### src/sv/tsrs_pkg.sv
// ----------------------------------------------------------------------------
// tsrs_pkg : shared types and constants for the time sync retry supervisor
// Mode codes, register indexes, timing constants and the config bundle.
// ----------------------------------------------------------------------------
`timescale 1ns / 1ps
`default_nettype none

package tsrs_pkg;

    localparam int MAX_SHIFT_DEF = 10;

    localparam int NOW_W      = 32;
    localparam int FAIL_W     = 4;
    localparam int DELAY_W    = 20;
    localparam int TIMEOUT_W  = 10;
    localparam int INTERVAL_W = 17;
    localparam int TMO_MS_W   = 20;   // 600 s in ms fits
    localparam int INT_MS_W   = 27;   // 86400 s in ms fits

    localparam int CFG_IDX_W  = 8;
    localparam int CFG_DATA_W = INTERVAL_W;

    localparam logic [FAIL_W-1:0]     FAIL_MAX         = '1;
    localparam logic [DELAY_W-1:0]    BASE_DELAY_MS    = DELAY_W'(1000);
    localparam logic [NOW_W-1:0]      REPORT_PERIOD_MS = NOW_W'(5000);
    localparam logic [TIMEOUT_W-1:0]  TIMEOUT_MIN_S    = TIMEOUT_W'(5);
    localparam logic [TIMEOUT_W-1:0]  TIMEOUT_MAX_S    = TIMEOUT_W'(600);
    localparam logic [TIMEOUT_W-1:0]  TIMEOUT_RST_S    = TIMEOUT_W'(30);
    localparam logic [INTERVAL_W-1:0] INTERVAL_MIN_S   = INTERVAL_W'(60);
    localparam logic [INTERVAL_W-1:0] INTERVAL_MAX_S   = INTERVAL_W'(86400);
    localparam logic [INTERVAL_W-1:0] INTERVAL_RST_S   = INTERVAL_W'(3600);
    localparam int                    MS_PER_S         = 1000;

    typedef enum logic [2:0] {
        MODE_DISABLED = 3'd0,
        MODE_UNSYNCED = 3'd1,
        MODE_SYNCING  = 3'd2,
        MODE_SYNCED   = 3'd3,
        MODE_FAILED   = 3'd4
    } t_mode;

    typedef enum logic [CFG_IDX_W-1:0] {
        REG_ENABLED        = 8'd0,
        REG_SERVER_PRESENT = 8'd1,
        REG_ATTEMPT_TMO    = 8'd2,
        REG_RESYNC_INT     = 8'd3
    } t_reg_idx;

    // configuration as seen by the datapath, times already in ms
    typedef struct packed {
        logic                enabled;
        logic                server_present;
        logic [TMO_MS_W-1:0] timeout_ms;
        logic [INT_MS_W-1:0] interval_ms;
    } t_cfg;

endpackage

`default_nettype wire

### src/sv/tsrs_if.sv
// ----------------------------------------------------------------------------
// tsrs_if : valid/ready channels of the time sync retry supervisor
// Poll input, result output and register write channels.
// ----------------------------------------------------------------------------
`timescale 1ns / 1ps
`default_nettype none

interface tsrs_poll_if;
    logic                         valid;
    logic                         ready;
    logic [tsrs_pkg::NOW_W-1:0]   now_ms;
    logic                         link_up;
    logic                         sync_complete;

    modport source (output valid, now_ms, link_up, sync_complete, input ready);
    modport sink   (input valid, now_ms, link_up, sync_complete, output ready);
endinterface

interface tsrs_res_if;
    logic                         valid;
    logic                         ready;
    logic [2:0]                   mode;
    logic                         start_request;
    logic                         stop_request;
    logic                         status_report;
    logic [tsrs_pkg::DELAY_W-1:0] retry_delay_ms;

    modport source (output valid, mode, start_request, stop_request, status_report,
                    retry_delay_ms, input ready);
    modport sink   (input valid, mode, start_request, stop_request, status_report,
                    retry_delay_ms, output ready);
endinterface

interface tsrs_cfg_if;
    logic                            valid;
    logic                            ready;
    logic [tsrs_pkg::CFG_IDX_W-1:0]  reg_index;
    logic [tsrs_pkg::CFG_DATA_W-1:0] data;

    modport source (output valid, reg_index, data, input ready);
    modport sink   (input valid, reg_index, data, output ready);
endinterface

`default_nettype wire

### src/sv/time_sync_retry_supervisor_unit.sv
// ----------------------------------------------------------------------------
// time_sync_retry_supervisor_unit : time sync supervisor with exponential backoff
// Path: poll beat -> poll register -> result register -> result beat.
// Throughput: one poll per cycle while the result sink does not stall; a poll sees all state left by the previous one.
// Reset: synchronous, active low; mode unsynced, timestamps and backoff cleared.
// ----------------------------------------------------------------------------
`timescale 1ns / 1ps
`default_nettype none

// Structure
//   poll beat  -> r_s1_* (poll register)
//   r_s1_*     -> step logic against the mode/timestamp state -> r_out_* (result)
// State and result register are loaded on the same edge, so the next poll in
// the poll register already sees the updated state. The result register is
// held while the sink stalls; the poll register only takes a new beat when
// it is empty or its contents move on, so nothing is dropped or repeated.
//
// Timing elapsed values are (now - stamp) mod 2^32, compared against limits
// held in ms by the config block (products by 1000 done at write time).

module time_sync_retry_supervisor_unit #(
    parameter int MAX_SHIFT = tsrs_pkg::MAX_SHIFT_DEF
) (
    input  wire         i_clk,
    input  wire         i_rst_n,
    tsrs_cfg_if.sink    i_cfg,
    tsrs_poll_if.sink   i_poll,
    tsrs_res_if.source  o_res
);

    localparam logic [tsrs_pkg::FAIL_W-1:0] SHIFT_CAP = tsrs_pkg::FAIL_W'(MAX_SHIFT);

    tsrs_pkg::t_cfg cfg;

    tsrs_cfg u_cfg (
        .i_clk   (i_clk),
        .i_rst_n (i_rst_n),
        .i_cfg   (i_cfg),
        .o_cfg   (cfg)
    );

    // ---------------- poll register ----------------
    logic                       r_s1_valid;
    logic [tsrs_pkg::NOW_W-1:0] r_s1_now;
    logic                       r_s1_link;
    logic                       r_s1_done;
    logic                       s1_adv;
    logic                       poll_take;

    // ---------------- supervisor state ----------------
    tsrs_pkg::t_mode                r_mode,    n_mode;
    logic [tsrs_pkg::NOW_W-1:0]     r_attempt, n_attempt;
    logic [tsrs_pkg::NOW_W-1:0]     r_last,    n_last;
    logic [tsrs_pkg::NOW_W-1:0]     r_entry,   n_entry;
    logic [tsrs_pkg::FAIL_W-1:0]    r_fail,    n_fail;
    logic [tsrs_pkg::DELAY_W-1:0]   r_backoff, n_backoff;

    // ---------------- result register ----------------
    logic                           r_out_valid;
    tsrs_pkg::t_mode                r_out_mode;
    logic                           r_out_start;
    logic                           r_out_stop;
    logic                           r_out_report;
    logic [tsrs_pkg::DELAY_W-1:0]   r_out_delay;

    // step results
    logic                           n_start;
    logic                           n_stop;
    logic                           n_report;

    // scratch for the step
    tsrs_pkg::t_mode                eff_mode;
    logic [tsrs_pkg::NOW_W-1:0]     since_attempt;
    logic [tsrs_pkg::NOW_W-1:0]     since_sync;
    logic [tsrs_pkg::NOW_W-1:0]     since_entry;
    logic [tsrs_pkg::FAIL_W-1:0]    fail_inc;
    logic [tsrs_pkg::FAIL_W-1:0]    shift;
    logic [tsrs_pkg::DELAY_W-1:0]   raw_delay;
    logic                           resync_due;

    // Handshake: result slot frees when empty or being taken; poll slot frees
    // when empty or moving into the result slot.
    assign s1_adv       = r_s1_valid && (!r_out_valid || o_res.ready);
    assign i_poll.ready = !r_s1_valid || s1_adv;
    assign poll_take    = i_poll.valid && i_poll.ready;

    always_ff @(posedge i_clk) begin
        if (!i_rst_n) begin
            r_s1_valid <= 1'b0;
        end else if (i_poll.ready) begin
            r_s1_valid <= i_poll.valid;
        end
    end

    always_ff @(posedge i_clk) begin
        if (poll_take) begin
            r_s1_now  <= i_poll.now_ms;
            r_s1_link <= i_poll.link_up;
            r_s1_done <= i_poll.sync_complete;
        end
    end

    // Elapsed times and backoff candidate
    assign since_attempt = r_s1_now - r_attempt;
    assign since_sync    = r_s1_now - r_last;
    assign since_entry   = r_s1_now - r_entry;
    assign fail_inc      = (r_fail == tsrs_pkg::FAIL_MAX) ? r_fail
                                                          : r_fail + tsrs_pkg::FAIL_W'(1);
    assign shift         = (fail_inc > SHIFT_CAP) ? SHIFT_CAP : fail_inc;
    assign raw_delay     = tsrs_pkg::BASE_DELAY_MS << shift;
    assign resync_due    = since_sync >= tsrs_pkg::NOW_W'(cfg.interval_ms);

    // Step logic: one poll against the current state
    always_comb begin
        n_mode    = r_mode;
        n_attempt = r_attempt;
        n_last    = r_last;
        n_entry   = r_entry;
        n_fail    = r_fail;
        n_backoff = r_backoff;
        n_start   = 1'b0;
        n_stop    = 1'b0;
        n_report  = 1'b0;
        eff_mode  = r_mode;

        if (!cfg.enabled) begin
            n_mode    = tsrs_pkg::MODE_DISABLED;
            n_fail    = '0;
            n_backoff = '0;
        end else begin
            // Coming out of disabled: fresh unsynced entry, then step as unsynced
            if (r_mode == tsrs_pkg::MODE_DISABLED) begin
                n_fail    = '0;
                n_backoff = '0;
                n_mode    = tsrs_pkg::MODE_UNSYNCED;
                n_entry   = r_s1_now;
                eff_mode  = tsrs_pkg::MODE_UNSYNCED;
            end

            if (!r_s1_link) begin
                // link lost: back to unsynced, attempt timer restarts
                if (eff_mode != tsrs_pkg::MODE_UNSYNCED) begin
                    n_entry = r_s1_now;
                end
                n_mode    = tsrs_pkg::MODE_UNSYNCED;
                n_attempt = r_s1_now;
            end else begin
                unique case (eff_mode)
                    tsrs_pkg::MODE_UNSYNCED: begin
                        n_entry = r_s1_now;
                        if (cfg.server_present) begin
                            n_mode    = tsrs_pkg::MODE_SYNCING;
                            n_attempt = r_s1_now;
                            n_start   = 1'b1;
                        end else begin
                            n_mode = tsrs_pkg::MODE_FAILED;
                        end
                    end
                    tsrs_pkg::MODE_FAILED: begin
                        if (since_attempt >= tsrs_pkg::NOW_W'(r_backoff)) begin
                            n_entry = r_s1_now;
                            if (cfg.server_present) begin
                                n_mode    = tsrs_pkg::MODE_SYNCING;
                                n_attempt = r_s1_now;
                                n_start   = 1'b1;
                            end else begin
                                n_mode = tsrs_pkg::MODE_FAILED;
                            end
                        end
                    end
                    tsrs_pkg::MODE_SYNCING: begin
                        if (r_s1_done) begin
                            n_last    = r_s1_now;
                            n_fail    = '0;
                            n_backoff = '0;
                            n_mode    = tsrs_pkg::MODE_SYNCED;
                            n_entry   = r_s1_now;
                        end else if (since_attempt >= tsrs_pkg::NOW_W'(cfg.timeout_ms)) begin
                            // timeout: double the delay, capped at the interval
                            n_fail = fail_inc;
                            if (tsrs_pkg::INT_MS_W'(raw_delay) > cfg.interval_ms) begin
                                n_backoff = cfg.interval_ms[tsrs_pkg::DELAY_W-1:0];
                            end else begin
                                n_backoff = raw_delay;
                            end
                            n_attempt = r_s1_now;
                            n_stop    = 1'b1;
                            n_mode    = tsrs_pkg::MODE_FAILED;
                            n_entry   = r_s1_now;
                        end
                    end
                    tsrs_pkg::MODE_SYNCED: begin
                        // a resync restamps the entry time, so no report with it
                        if (resync_due) begin
                            n_fail  = fail_inc;
                            n_entry = r_s1_now;
                            if (cfg.server_present) begin
                                n_mode    = tsrs_pkg::MODE_SYNCING;
                                n_attempt = r_s1_now;
                                n_start   = 1'b1;
                            end else begin
                                n_mode = tsrs_pkg::MODE_FAILED;
                            end
                        end else if (since_entry >= tsrs_pkg::REPORT_PERIOD_MS) begin
                            n_entry  = r_s1_now;
                            n_report = 1'b1;
                        end
                    end
                    default: begin
                        n_mode  = tsrs_pkg::MODE_UNSYNCED;
                        n_entry = r_s1_now;
                    end
                endcase
            end
        end
    end

    // State moves only when a poll moves into the result register
    always_ff @(posedge i_clk) begin
        if (!i_rst_n) begin
            r_mode    <= tsrs_pkg::MODE_UNSYNCED;
            r_attempt <= '0;
            r_last    <= '0;
            r_entry   <= '0;
            r_fail    <= '0;
            r_backoff <= '0;
        end else if (s1_adv) begin
            r_mode    <= n_mode;
            r_attempt <= n_attempt;
            r_last    <= n_last;
            r_entry   <= n_entry;
            r_fail    <= n_fail;
            r_backoff <= n_backoff;
        end
    end

    always_ff @(posedge i_clk) begin
        if (!i_rst_n) begin
            r_out_valid <= 1'b0;
        end else if (s1_adv) begin
            r_out_valid <= 1'b1;
        end else if (o_res.ready) begin
            r_out_valid <= 1'b0;
        end
    end

    always_ff @(posedge i_clk) begin
        if (s1_adv) begin
            r_out_mode   <= n_mode;
            r_out_start  <= n_start;
            r_out_stop   <= n_stop;
            r_out_report <= n_report;
            r_out_delay  <= n_backoff;
        end
    end

    assign o_res.valid          = r_out_valid;
    assign o_res.mode           = r_out_mode;
    assign o_res.start_request  = r_out_start;
    assign o_res.stop_request   = r_out_stop;
    assign o_res.status_report  = r_out_report;
    assign o_res.retry_delay_ms = r_out_delay;

endmodule

`default_nettype wire

### src/sv/tsrs_cfg.sv
// ----------------------------------------------------------------------------
// tsrs_cfg : configuration register file
// Clamps the written timeout and interval to range and holds them in ms.
// ----------------------------------------------------------------------------
`timescale 1ns / 1ps
`default_nettype none

module tsrs_cfg (
    input  wire           i_clk,
    input  wire           i_rst_n,
    tsrs_cfg_if.sink      i_cfg,
    output tsrs_pkg::t_cfg o_cfg
);

    tsrs_pkg::t_cfg                       r_cfg;
    tsrs_pkg::t_cfg                       n_cfg;
    logic [tsrs_pkg::TIMEOUT_W-1:0]       tmo_s;
    logic [tsrs_pkg::INTERVAL_W-1:0]      int_s;
    logic [tsrs_pkg::TIMEOUT_W-1:0]       tmo_clamped;
    logic [tsrs_pkg::INTERVAL_W-1:0]      int_clamped;

    assign i_cfg.ready = 1'b1;
    assign o_cfg       = r_cfg;

    assign tmo_s = i_cfg.data[tsrs_pkg::TIMEOUT_W-1:0];
    assign int_s = i_cfg.data[tsrs_pkg::INTERVAL_W-1:0];

    always_comb begin
        priority if (tmo_s < tsrs_pkg::TIMEOUT_MIN_S) begin
            tmo_clamped = tsrs_pkg::TIMEOUT_MIN_S;
        end else if (tmo_s > tsrs_pkg::TIMEOUT_MAX_S) begin
            tmo_clamped = tsrs_pkg::TIMEOUT_MAX_S;
        end else begin
            tmo_clamped = tmo_s;
        end
        priority if (int_s < tsrs_pkg::INTERVAL_MIN_S) begin
            int_clamped = tsrs_pkg::INTERVAL_MIN_S;
        end else if (int_s > tsrs_pkg::INTERVAL_MAX_S) begin
            int_clamped = tsrs_pkg::INTERVAL_MAX_S;
        end else begin
            int_clamped = int_s;
        end
    end

    always_comb begin
        n_cfg = r_cfg;
        if (i_cfg.valid) begin
            unique case (i_cfg.reg_index)
                tsrs_pkg::REG_ENABLED:        n_cfg.enabled        = i_cfg.data[0];
                tsrs_pkg::REG_SERVER_PRESENT: n_cfg.server_present = i_cfg.data[0];
                tsrs_pkg::REG_ATTEMPT_TMO: begin
                    n_cfg.timeout_ms = tsrs_pkg::TMO_MS_W'(tmo_clamped)
                                     * tsrs_pkg::TMO_MS_W'(tsrs_pkg::MS_PER_S);
                end
                tsrs_pkg::REG_RESYNC_INT: begin
                    n_cfg.interval_ms = tsrs_pkg::INT_MS_W'(int_clamped)
                                      * tsrs_pkg::INT_MS_W'(tsrs_pkg::MS_PER_S);
                end
                default: n_cfg = r_cfg;   // unmapped index: write dropped
            endcase
        end
    end

    always_ff @(posedge i_clk) begin
        if (!i_rst_n) begin
            r_cfg.enabled        <= 1'b0;
            r_cfg.server_present <= 1'b1;
            r_cfg.timeout_ms     <= tsrs_pkg::TMO_MS_W'(tsrs_pkg::TIMEOUT_RST_S)
                                  * tsrs_pkg::TMO_MS_W'(tsrs_pkg::MS_PER_S);
            r_cfg.interval_ms    <= tsrs_pkg::INT_MS_W'(tsrs_pkg::INTERVAL_RST_S)
                                  * tsrs_pkg::INT_MS_W'(tsrs_pkg::MS_PER_S);
        end else begin
            r_cfg <= n_cfg;
        end
    end

endmodule

`default_nettype wire

### src/flat_wrapper.sv
// flat-port wrapper written by rule: the top's interface ports become plain ports
module time_sync_retry_supervisor_unit_flat 
#(
    parameter int MAX_SHIFT = tsrs_pkg::MAX_SHIFT_DEF
)
  (i_clk, i_rst_n, i_cfg_valid, i_cfg_reg_index, i_cfg_data, i_cfg_ready, i_poll_valid, i_poll_now_ms, i_poll_link_up, i_poll_sync_complete, i_poll_ready, o_res_valid, o_res_mode, o_res_start_request, o_res_stop_request, o_res_status_report, o_res_retry_delay_ms, o_res_ready);
  tsrs_cfg_if i_cfg_i ();
  tsrs_poll_if i_poll_i ();
  tsrs_res_if o_res_i ();
  input  wire i_clk;
  input  wire i_rst_n;
  input wire logic [$bits(i_cfg_i.valid)-1:0] i_cfg_valid;
  input wire logic [$bits(i_cfg_i.reg_index)-1:0] i_cfg_reg_index;
  input wire logic [$bits(i_cfg_i.data)-1:0] i_cfg_data;
  output wire logic [$bits(i_cfg_i.ready)-1:0] i_cfg_ready;
  input wire logic [$bits(i_poll_i.valid)-1:0] i_poll_valid;
  input wire logic [$bits(i_poll_i.now_ms)-1:0] i_poll_now_ms;
  input wire logic [$bits(i_poll_i.link_up)-1:0] i_poll_link_up;
  input wire logic [$bits(i_poll_i.sync_complete)-1:0] i_poll_sync_complete;
  output wire logic [$bits(i_poll_i.ready)-1:0] i_poll_ready;
  output wire logic [$bits(o_res_i.valid)-1:0] o_res_valid;
  output wire logic [$bits(o_res_i.mode)-1:0] o_res_mode;
  output wire logic [$bits(o_res_i.start_request)-1:0] o_res_start_request;
  output wire logic [$bits(o_res_i.stop_request)-1:0] o_res_stop_request;
  output wire logic [$bits(o_res_i.status_report)-1:0] o_res_status_report;
  output wire logic [$bits(o_res_i.retry_delay_ms)-1:0] o_res_retry_delay_ms;
  input wire logic [$bits(o_res_i.ready)-1:0] o_res_ready;
  assign i_cfg_i.valid = i_cfg_valid;
  assign i_cfg_i.reg_index = i_cfg_reg_index;
  assign i_cfg_i.data = i_cfg_data;
  assign i_cfg_ready = i_cfg_i.ready;
  assign i_poll_i.valid = i_poll_valid;
  assign i_poll_i.now_ms = i_poll_now_ms;
  assign i_poll_i.link_up = i_poll_link_up;
  assign i_poll_i.sync_complete = i_poll_sync_complete;
  assign i_poll_ready = i_poll_i.ready;
  assign o_res_valid = o_res_i.valid;
  assign o_res_mode = o_res_i.mode;
  assign o_res_start_request = o_res_i.start_request;
  assign o_res_stop_request = o_res_i.stop_request;
  assign o_res_status_report = o_res_i.status_report;
  assign o_res_retry_delay_ms = o_res_i.retry_delay_ms;
  assign o_res_i.ready = o_res_ready;
  time_sync_retry_supervisor_unit #(.MAX_SHIFT(MAX_SHIFT)) u_core (.i_clk(i_clk), .i_rst_n(i_rst_n), .i_cfg(i_cfg_i), .i_poll(i_poll_i), .o_res(o_res_i));
endmodule
### config.mk
export PLATFORM = sky130hd
export DESIGN_NAME = time_sync_retry_supervisor_unit_flat
export DESIGN_NICKNAME = d
export VERILOG_FILES = /design/src/sv/tsrs_pkg.sv /design/src/sv/tsrs_if.sv /design/src/sv/time_sync_retry_supervisor_unit.sv /design/src/sv/tsrs_cfg.sv /design/src/flat_wrapper.sv
export SDC_FILE = /design/constraint.sdc
export NUM_CORES = 1
export LEC_CHECK = 0
export BUFFER_PORTS_ARGS = -buffer_cell sky130_fd_sc_hd__buf_2
export CAP_MARGIN = 5
export CORE_MARGIN = 3
export CORE_UTILIZATION = 55
export CTS_BUF_LIST = sky130_fd_sc_hd__clkbuf_4 sky130_fd_sc_hd__clkbuf_8
export CTS_CLUSTER_DIAMETER = 40
export DETAILED_ROUTE_END_ITERATION = 12
export PLACE_DENSITY = 0.83
export SETUP_SLACK_MARGIN = 0.3
export SYNTH_ARGS = -nofsm -noshare
export SYNTH_HDL_FRONTEND = slang
export SYNTH_SLANG_ARGS = --single-unit
export TNS_END_PERCENT = 30
### constraint.sdc
create_clock -name i_clk -period 7.9 [get_ports i_clk]
set_input_delay 1.58 -clock i_clk [delete_from_list [all_inputs] [get_ports i_clk]]
set_output_delay 1.58 -clock i_clk [all_outputs]
set_load 0.005 [all_outputs]
==> metrics.md <==
| Metric | Value |
|---|---|
| Status | `complete, no violations` |
| Die area | `41500 um^2` |
| Endpoint, Worst Hold | `u_core.r_last[7]` |
| Die height | `204 um` |
| Initial DRC Count | `1511` |
| Post-DP HPWL | `45.3 mm` |
| Yosys reg bits | `228` |
| Initial core utilization | `0.564` |
| Num CTS Buffers | `43` |
| Clock network latency to the later pin of the worst-skew pair | `0.59 ns` |
| Area growth, synth to finish | `7.96%` |
| Overall routing resource usage | `0.276` |
| Dpl ws | `-0.0707 ns` |
| EDFF count, synth | `60` |
| Most used cell, CP | `fa_1` |
| Postcts setup bufs | `0` |
| RSZ-0062 raised after global routing | `yes` |
| PostCTS Resize Cnt | `0` |
| Crit path from | `i_cfg_data[5]` |
| Final Instance Count excl. Fillers | `3161` |
| Vias per cell | `5.93` |
| Max-capacitance violation count | `0` |
| Final worst slack | `0.682 ns` |
| Num ports | `93` |
| Placer Congestion | `0.962` |
| Xor and xnor area share after synthesis | `0.0387` |
| VDD IR max | `0.208 mV` |
| Antenna cells | `0` |
| Total core area | `38100 um^2` |
| Critical Path Sink Type | `flop` |
| Minimum clock period after layout | `7.22 ns` |
| Post-synthesis mux area share | `0.0463` |
| Clock root cell | `clkbuf_8` |
| Critical Setup Path Class | `in -> reg` |
| Syn_area_per_cell | `8.42 um^2` |
| Most used DFF post-synth | `dfxtp_1` |
| Initial antenna violation count | `3` |
| Post-DR wirelength/cell | `18.3 um` |
| CP max stage delay | `0.59 ns` |
| Hold-fix buffers, CTS | `0` |
| RR Startpoint | `u_core.r_s1_now[1]` |
| Complex-gate fraction of the synthesized area | `0.187` |
| Max Clk Rate | `0.139 GHz` |
| M2 GR Usage | `0.459` |
| Fin. max-slew vios | `0` |
| R2R Setup Slk | `1.02 ns` |
| Hold path start | `u_core.r_last[7]` |
| Input/output buffers | `91` |
| Max Clock Skew | `0.0383 ns` |
| Post-synthesis adder-cell area fraction | `0.240` |
| Largest net degree at the start of global routing | `68` |
| Post-Syn Area | `21500 um^2` |
| Mapped Nets | `2973` |
| CTS H-tree depth | `2` |
| Crit-path leading delay family | `adder cells` |
| Worst hold path class | `reg -> reg` |
| TritonRoute pass-1 iters | `8` |
| Worst path buffer plus inverter count | `4` |
| Seq/Total Area, Yosys | `0.241` |
| Final hold slack | `0.455 ns` |
| Count of cell types in the netlist | `109` |
| Slew headroom | `0.241` |
| Cells after DPL | `3085` |
| Vias | `18700` |
| Worst Path Arrival | `7.66 ns` |
| Hold Crit Depth | `2` |
| R2R Path End | `u_core.r_entry[1]` |
| Nets@finish | `3041` |
| Post-synthesis simple-gate area fraction | `0.165` |
| Final setup vio count | `0` |
| Worst-Margin Slew | `1.14 ns` |
| Max clock buf depth | `3` |
| Startpoint Class | `input pin` |
| TritonCTS Sinks | `228` |
| Synth Instances | `2551` |
| Slowest cell on the critical path | `fa_1` |
| Sum Neg Setup Slack | `0 ns` |
| Grt met1 use | `0.370` |
| Vias in the first global route | `18700` |
| Endpoints failing hold | `0` |
| CTS tree | `built` |
| Gr ovfl total | `0` |
| Leak | `9.72 nW` |
| Asr flop ratio synth | `0` |
| Pwr/cell area | `201 nW/um^2` |
| Row count | `71` |
| Main combinational cell family by area after synthesis | `adder cells` |
| Reg2reg path depth | `24` |
| Met3 Use GR | `0.0485` |
| Final wirelength | `57.8 mm` |
| Final period util | `0.914` |
| CTS clk-pin slew, worst paths | `0.06 ns` |
| Crit path required time | `8.34 ns` |
| Ys Warns | `0` |
| Gr busiest metal | `met2` |
| Final ANT Viol Nets | `0` |
| Fraction of layout instances using a drive strength above 1 | `0.0962` |
| Global-route wire length before repair | `93.9 mm` |
| Die W | `204 um` |
| DRC Markers | `0` |
| Crit path max fanout | `13` |
-- area by class of cell --
cell class / count / area [um^2]
Fill cell: 3311 / 14900
Multi-Input combinational cell: 1914 / 14600
Sequential cell: 228 / 5160
Inverter: 320 / 1200
Clock buffer: 63 / 798
Tap cell: 511 / 639
Timing Repair Buffer: 112 / 616
Clock inverter: 13 / 179
-- metal layers --
layer  vias to the layer above  routed length, um
li1                       9004                  -
met1                      8941              25100
met2                       646              26700
met3                       140               4230
met4                         6               1730
met5                         -                 37
-- layout by cell type (no fill, tap or decap), types with 23 or more instances in the layout --
| cell type | n |
|---|---|
| xnor2_1 | 51 |
| o21ai_0 | 110 |
| nand3_1 | 52 |
| o211ai_1 | 23 |
| fa_1 | 90 |
| nand2_1 | 340 |
| dfxtp_1 | 168 |
| buf_2 | 90 |
| and2_1 | 24 |
| edfxtp_1 | 60 |
| mux2i_1 | 88 |
| ha_1 | 268 |
| inv_1 | 316 |
| xor2_1 | 44 |
| nor2b_1 | 41 |
| nor2_1 | 114 |
| a21oi_1 | 207 |
| clkbuf_8 | 52 |
| nor3_1 | 35 |
| o21a_1 | 33 |
| nand4_1 | 30 |
| a21o_1 | 54 |
-- kinds of logic (layout without fill, tap and decap cells) --
logic type               Yosys count  in the layout
AO/OA/AOI/OAI                    612            612
XOR/XNOR                          95             95
adder cells (fa/ha/maj)          358            358
buffers and inverters            409            508
flip-flops                       228            228
multiplexers                      98             98
other                              1              1
AND/OR/NAND/NOR                  750            750
-- power by group --
group | switching, W | internal, W
Clock | 0.000518 | 0.000782
Sequential | 0.0000282 | 0.00122
Combinational | 0.00121 | 0.000904
Total | 0.00176 | 0.00290
-- synthesized netlist by cell type, types with 6 or more instances --
master / count / share of area
nor3b_1: 7 / 0.0024
fa_1: 90 / 0.084
o21bai_1: 13 / 0.0045
nand2b_1: 22 / 0.0064
a32o_1: 7 / 0.0033
mux2i_1: 88 / 0.041
a21o_1: 54 / 0.019
xnor2_1: 51 / 0.021
nor4_1: 9 / 0.0026
mux2_2: 10 / 0.0052
o21a_1: 33 / 0.012
or3_1: 16 / 0.0047
xor2_1: 44 / 0.018
ha_1: 268 / 0.16
clkbuf_1: 54 / 0.0094
a2111oi_0: 6 / 0.0024
buf_6: 8 / 0.0042
a211oi_1: 19 / 0.0066
nor2b_1: 41 / 0.012
o31ai_1: 9 / 0.0031
or2_2: 7 / 0.0020
a21oi_1: 208 / 0.048
a22oi_1: 8 / 0.0028
a221o_1: 6 / 0.0028
inv_1: 317 / 0.055
nand3_1: 52 / 0.012
nor3_1: 35 / 0.0082
o2bb2ai_1: 12 / 0.0049
o21ai_0: 111 / 0.026
a31oi_1: 17 / 0.0050
nor2_1: 115 / 0.020
and2_1: 25 / 0.0073
edfxtp_1: 60 / 0.084
nand4_1: 30 / 0.0087
dfxtp_1: 168 / 0.16
dlygate4sd3_1: 7 / 0.0033
and3_1: 20 / 0.0058
o211ai_1: 23 / 0.0080
nand2_1: 341 / 0.060
-- flip-flops by register name (all words and copies together), names as in the netlist, 3 cells and up --
signal                       cells
u_core.o_res.mode                3
u_core.r_attempt                32
u_core.r_mode                    3
u_core.r_s1_now                 32
u_core.r_last                   32
u_core.r_fail                    4
u_core.r_entry                  32
u_core.o_res.retry_delay_ms     20
u_core.u_cfg.o_cfg              43
u_core.r_backoff                20
-- worst max-delay path by stage --
stage	end	slack, ns	depth (start not counted)
2_1_floorplan	u_core.u_cfg.o_cfg[25]	0.46	26
3_5_place_dp	u_core.u_cfg.o_cfg[25]	-0.07	27
3_3_place_gp	u_core.u_cfg.o_cfg[26]	0.20	27
4_1_cts	u_core.u_cfg.o_cfg[25]	0.47	27
6_report	u_core.u_cfg.o_cfg[25]	0.68	26
5_1_grt	u_core.u_cfg.o_cfg[26]	0.26	27
-- per-stage QoR --
step | instance area [um^2] | utilization | total power, W
3_5_place_dp | 22200 | 0.582 | 0.00334
3_3_place_gp | 22200 | 0.582 | 0.00325
6_report | 23200 | 0.608 | 0.00466
2_1_floorplan | 21500 | - | 0.00287
5_1_grt | 23200 | 0.608 | 0.00504
4_1_cts | 23200 | 0.608 | 0.00466
-- tightest hold or removal path: stages, from the launching register on --
cell and delay, ns:
dfxtp_1 0.30, nand2_1 0.05, a21oi_1 0.05
No activity file was read; power rests on OpenSTA's default activity.
